--- src/rtl/core/scc_pkg.sv ---
// scc_pkg: shared types and constants for the strongly connected component counter
// used by scc_ctrl, scc_dp and scc_counter; no dependencies
`default_nettype none

package scc_pkg;

  // fixed field widths of the ports
  localparam int VTX_W = 10;
  localparam int CNT_W = 11;

  // one input word: at most one directed edge
  typedef struct packed {
    logic [VTX_W-1:0] edge_source;
    logic [VTX_W-1:0] edge_target;
    logic             has_edge;
    logic             last;
  } scc_in_t;

  // one result word
  typedef struct packed {
    logic [CNT_W-1:0] component_count;
    logic             error;
  } scc_out_t;

  // sequencer steps, also the command to the datapath
  typedef enum logic [4:0] {
    S_IDLE,
    S_CHK,
    S_CHK_EV,
    S_CLR,
    S_CNT,
    S_CNT_OF,
    S_CNT_WR,
    S_PFX,
    S_PFX_WR,
    S_END,
    S_FIL,
    S_FIL_OF,
    S_FIL_WR,
    S_OUT,
    S_OUT_FIN,
    S_OUT_CHK,
    S_PUSH1,
    S_PUSH2,
    S_STEP,
    S_NB,
    S_VIS,
    S_POP1,
    S_POP2,
    S_VCLR,
    S_DONE
  } scc_op_t;

  // status from the datapath to the controller
  typedef struct packed {
    logic err;
    logic i_end;
    logic v_end;
    logic o_end;
    logic vis_hit;
    logic c_lt_e;
    logic sp_zero;
    logic rec;
  } scc_status_t;

endpackage

`default_nettype wire

--- src/rtl/core/scc_ctrl.sv ---
// scc_ctrl: sequencer for loading, row building and the two depth-first walks
// depends on scc_pkg
`default_nettype none

module scc_ctrl (
  input  wire logic                clk,
  input  wire logic                rst_n,
  input  wire logic                start,
  input  wire logic                in_last,
  input  wire scc_pkg::scc_status_t st,
  output scc_pkg::scc_op_t         op,
  output logic                     busy
);

  scc_pkg::scc_op_t state_r;
  scc_pkg::scc_op_t state_nxt;

  // state register
  always_ff @(posedge clk) begin
    if (!rst_n) begin
      state_r <= scc_pkg::S_IDLE;
    end else begin
      state_r <= state_nxt;
    end
  end

  // next state and outputs
  always_comb begin
    state_nxt = state_r;
    op        = state_r;
    busy      = (state_r != scc_pkg::S_IDLE);
    case (state_r)
      scc_pkg::S_IDLE: begin
        if (start && in_last) state_nxt = scc_pkg::S_CHK;
      end
      scc_pkg::S_CHK: begin
        if (st.err) state_nxt = scc_pkg::S_DONE;
        else if (st.i_end) state_nxt = scc_pkg::S_CLR;
        else state_nxt = scc_pkg::S_CHK_EV;
      end
      scc_pkg::S_CHK_EV: state_nxt = scc_pkg::S_CHK;
      scc_pkg::S_CLR: begin
        if (st.v_end) state_nxt = scc_pkg::S_CNT;
      end
      scc_pkg::S_CNT: begin
        state_nxt = st.i_end ? scc_pkg::S_PFX : scc_pkg::S_CNT_OF;
      end
      scc_pkg::S_CNT_OF: state_nxt = scc_pkg::S_CNT_WR;
      scc_pkg::S_CNT_WR: state_nxt = scc_pkg::S_CNT;
      scc_pkg::S_PFX: begin
        state_nxt = st.v_end ? scc_pkg::S_END : scc_pkg::S_PFX_WR;
      end
      scc_pkg::S_PFX_WR: state_nxt = scc_pkg::S_PFX;
      scc_pkg::S_END:    state_nxt = scc_pkg::S_FIL;
      scc_pkg::S_FIL: begin
        state_nxt = st.i_end ? scc_pkg::S_OUT : scc_pkg::S_FIL_OF;
      end
      scc_pkg::S_FIL_OF: state_nxt = scc_pkg::S_FIL_WR;
      scc_pkg::S_FIL_WR: state_nxt = scc_pkg::S_FIL;
      scc_pkg::S_OUT: begin
        if (st.o_end) state_nxt = st.rec ? scc_pkg::S_VCLR : scc_pkg::S_DONE;
        else state_nxt = scc_pkg::S_OUT_FIN;
      end
      scc_pkg::S_OUT_FIN: state_nxt = scc_pkg::S_OUT_CHK;
      scc_pkg::S_OUT_CHK: begin
        state_nxt = st.vis_hit ? scc_pkg::S_OUT : scc_pkg::S_PUSH1;
      end
      scc_pkg::S_PUSH1: state_nxt = scc_pkg::S_PUSH2;
      scc_pkg::S_PUSH2: state_nxt = scc_pkg::S_STEP;
      scc_pkg::S_STEP: begin
        if (st.c_lt_e) state_nxt = scc_pkg::S_NB;
        else if (st.sp_zero) state_nxt = scc_pkg::S_OUT;
        else state_nxt = scc_pkg::S_POP1;
      end
      scc_pkg::S_NB: state_nxt = scc_pkg::S_VIS;
      scc_pkg::S_VIS: begin
        state_nxt = st.vis_hit ? scc_pkg::S_STEP : scc_pkg::S_PUSH1;
      end
      scc_pkg::S_POP1: state_nxt = scc_pkg::S_POP2;
      scc_pkg::S_POP2: state_nxt = scc_pkg::S_STEP;
      scc_pkg::S_VCLR: begin
        if (st.v_end) state_nxt = scc_pkg::S_OUT;
      end
      scc_pkg::S_DONE: state_nxt = scc_pkg::S_IDLE;
      default: state_nxt = scc_pkg::S_IDLE;
    endcase
  end

endmodule

`default_nettype wire

--- config.mk ---
export PLATFORM = sky130hd
export DESIGN_NAME = scc_ctrl
export DESIGN_NICKNAME = d
export VERILOG_FILES = /design/src/rtl/core/scc_pkg.sv /design/src/rtl/core/scc_ctrl.sv
export SDC_FILE = /design/constraint.sdc
export NUM_CORES = 1
export LEC_CHECK = 0
export BUFFER_PORTS_ARGS = -buffer_cell sky130_fd_sc_hd__buf_2
export CORE_MARGIN = 2
export CORE_UTILIZATION = 49
export CTS_BUF_LIST = sky130_fd_sc_hd__clkbuf_8
export CTS_CLUSTER_SIZE = 8
export DETAILED_ROUTE_END_ITERATION = 10
export PLACE_DENSITY = 0.77
export SYNTH_ARGS = -nofsm -noshare
export SYNTH_HDL_FRONTEND = slang
export SYNTH_SLANG_ARGS = --single-unit
--- constraint.sdc ---
create_clock -name clk -period 1.4 [get_ports clk]
set_input_delay 0.28 -clock clk [delete_from_list [all_inputs] [get_ports clk]]
set_output_delay 0.28 -clock clk [all_outputs]
set_load 0.01 [all_outputs]
==> impl_summary.txt <==
----------------------------------------------------
[CTS]
  Worst-skew pair later-pin latency ... 230 ps
  Number of buffers inserted during clock tree synthesis ... 3
  Clock tree from TritonCTS ... yes
  Hold-fix buffer count after cts ... 0
  Number of levels in the clock H-tree ... 1
  Clock tree buffer depth ... 2
  Root buf cell ... clkbuf_8
  Clock transition at the registers of the reported paths ... approximately 40 ps
  Number of sinks driven by the clock tree ... 5

[Yosys]
  Number of instances in the synthesized netlist ... roughly 100
  Most area-consuming cells after synthesis ... dfxtp_1 (14%), o21ai_0 (6.2%), buf_6 (6.2%), a21oi_1 (5.5%), nand2b_1 (5.2%)
  FFs w/ async S/R, synth ... 0%
  Synth unique cells ... 38
  Synthesized Nets ... approximately 120
  Count of flip-flops with a built-in enable after synthesis ... 0
  Most used flip-flop cell after synthesis ... dfxtp_1
  Number of synthesized register bits ... 5
  Average cell area after synthesis ... approximately 7.0 µm²
  Post-synthesis instance area ... between 700 and 800 µm²
  Post-synthesis sequential area ratio ... between 10 and 15%
  Leading post-synthesis cells by instance count ... nand2_1 (9), o21ai_0 (9), a21oi_1 (8), nand2b_1 (6)
  Syn. warnings ... 0
  Yosys top cell area share ... between 10% and 20%
  Post-synth top area cell ... dfxtp_1

[Global routing]
  Initial antenna violation count ... 0
  Number of global-route vias before repair ... roughly 1000
  All-layer global routing usage ... a little over a third
  Aggregate global routing overflow ... 0
  Wire length of the first global-routing pass ... ~4.7 mm
  Pin count of the biggest net entering global routing ... 16

[Place]
  Final GP Congestion ... approximately 0.97
  Number of placed instances with taps included ... approximately 150
  Total of buffers placed on input and output ports ... 17
  HPWL after detailed placement ... 1.795 mm

[Critical path]
  Category of the worst setup path launch point ... register
  Crit path arrival time ... about 1200 ps
  Highest net fanout along the worst path ... 8
  Critical path endpoint category ... output pin
  Class of the most critical setup path ... reg -> out
  Critical path required time ... 1120 ps

[Power and ir drop]
  Highest ir drop seen on vdd ... ~1.5 mV
  Power density over cell area ... about 1900 nW/µm²
  Design Power ... approximately 2.1 mW
  Leakage power of the design ... approximately 0.47 nW

[STA]
  Rel. slew slack ... about three quarters
  Setup slack after layout ... -39.95 ps
  Final setup vio count ... 4
  Worst-case clock skew ... around 1.1 ps
  Final period util ... 102.9%
  Tightest Pin Transition ... ~370 ps
  Post-route setup TNS ... -73.71 ps
  Final Max Tran Viols ... 0
  Hold Vio Cnt, Final ... 0
  Unrepaired setup endpoints after global routing ... yes
  Post-layout minimum cycle time ... ~1400 ps
  Achievable clock frequency ... 694.5 MHz

[Cells and area]
  Share of final-layout standard cells stronger than drive strength 1 ... 47.22%
  Number of inserted diodes ... 0
  Post-layout net count ... 157
  Number of flip-flops in the largest register ... 5
  Final Core Density ... a little over four fifths
  Syn-to-layout area delta ... 53.89%
  Final std cells w/o fill ... 159
  Fill cell instance count of the final layout ... between 80 and 90

[Run status]
  Run status ... finished with violations
  Failing checks ... setup timing

[Drt]
  Remaining design rule violation count ... 0
  Wirelength, routed ... approximately 3.3 mm
  DR iter-0 viols ... between 90 and 100
  Antenna violation net count after detailed routing ... 0
  First-pass detailed-route iteration total ... 5
  Post-DR wirelength/cell ... 20.56 µm
  Vias after detailed routing ... 1114
  Per-cell via count in the routed design ... between 7 and 8

[Die]
  Horizontal die dimension ... 42.45 µm
  Num rows ... 13
  Height of the chip ... approximately 42 µm
  Initial core utilization ... between 50% and 60%
  Core Area ... around 1300 µm²
  Io pins ... 18
  Die outline area ... ~1800 µm²

[Hold path]
  Path category of the worst min-delay check ... in -> reg

[Job]
  Max-Cap Viols ... 0

----------------------------------------------------
metal layers:
layer  GRT usage (%)  vias up  part of all wire, %
li1                -      465                    -
met1           41.86      510                   37
met2           57.54      105                   45
met3           7.328       34                   13
met4           17.50        0                  5.0
met5               0        -                    0
worst max-delay path: stages, from the launching register on:
cell and delay (ps):
dfxtp_4 360, buf_6 140, nor3_4 220, nand2_1 70
buf_2 140
what timing repair did:
action                     CTS  global route
setup endpoints to repair    5             6
pin swaps                    1            10
buffers inserted             3             1
resized for setup           11            19
where the power goes:
| group | switching [mW] | total (mW) | leakage [nW] | internal (mW) |
|---|---|---|---|---|
| logic | 0.786 | 1.52 | 0.400 | 0.731 |
| clock network | 0.0837 | 0.273 | 0.0269 | 0.189 |
| registers | 0.0948 | 0.309 | 0.0445 | 0.214 |
| total | 0.965 | 2.10 | 0.472 | 1.13 |
path summary, 6_finish.rpt:
kind,startpoint,to,slack (ps),depth (start not counted)
max reg2reg,op[1],op[0],-20,6
min,rst_n,op[2],320,2
min reg2reg,op[4],op[3],660,3
max,op[0],busy,-40,4
area by class of cell:
class	count	area (µm²)	area share [%]
clock buffer	3	41.29	3.704
clock inverter	1	3.754	0.3367
inverter	5	18.77	1.684
multi-input combinational	85	594.3	53.31
sequential	5	118.9	10.66
tap	15	18.77	1.684
timing repair buffer	45	319.1	28.62
cell usage in the layout, fill, tap and decap left out, types with 2 or more instances in the layout:
master    synthesis  routed
nand2_1           9       9
buf_4             2      24
mux2i_1           2       2
and2_1            3       3
a21oi_1           8       8
o21ai_0           9       8
nand2b_1          6       5
nand3_1           5       5
a32o_1            2       2
buf_6             4       3
o31ai_2           0       2
nor2b_1           5       3
clkbuf_8          0       3
a31oi_1           2       2
o211ai_1          2       2
nand4_1           2       2
o221ai_1          2       2
o22ai_1           3       2
dfxtp_4           0       5
inv_1             4       5
nor2_1            5       4
buf_2             3      17
through the flow:
step	hold slack [ps]	setup WS (ps)	area, µm²
global placement	546.8	-9.150	933.4
CTS	314.6	-1.022	1036
floorplan	396.9	50.37	724.4
global route	318.4	-59.40	1115
detailed placement	547.4	-50.60	933.4
finish	315.2	-39.95	1115
logic make-up (layout without fill, tap and decap cells):
group,after synthesis,after routing,synth area share [%]
AO/OA/AOI/OAI,39,39,36.62
buffers and inverters,14,54,12.95
flip-flops,5,5,13.82
multiplexers,2,2,2.763
AND/OR/NAND/NOR,44,44,33.85
Power figures use the tool's default switching activity.
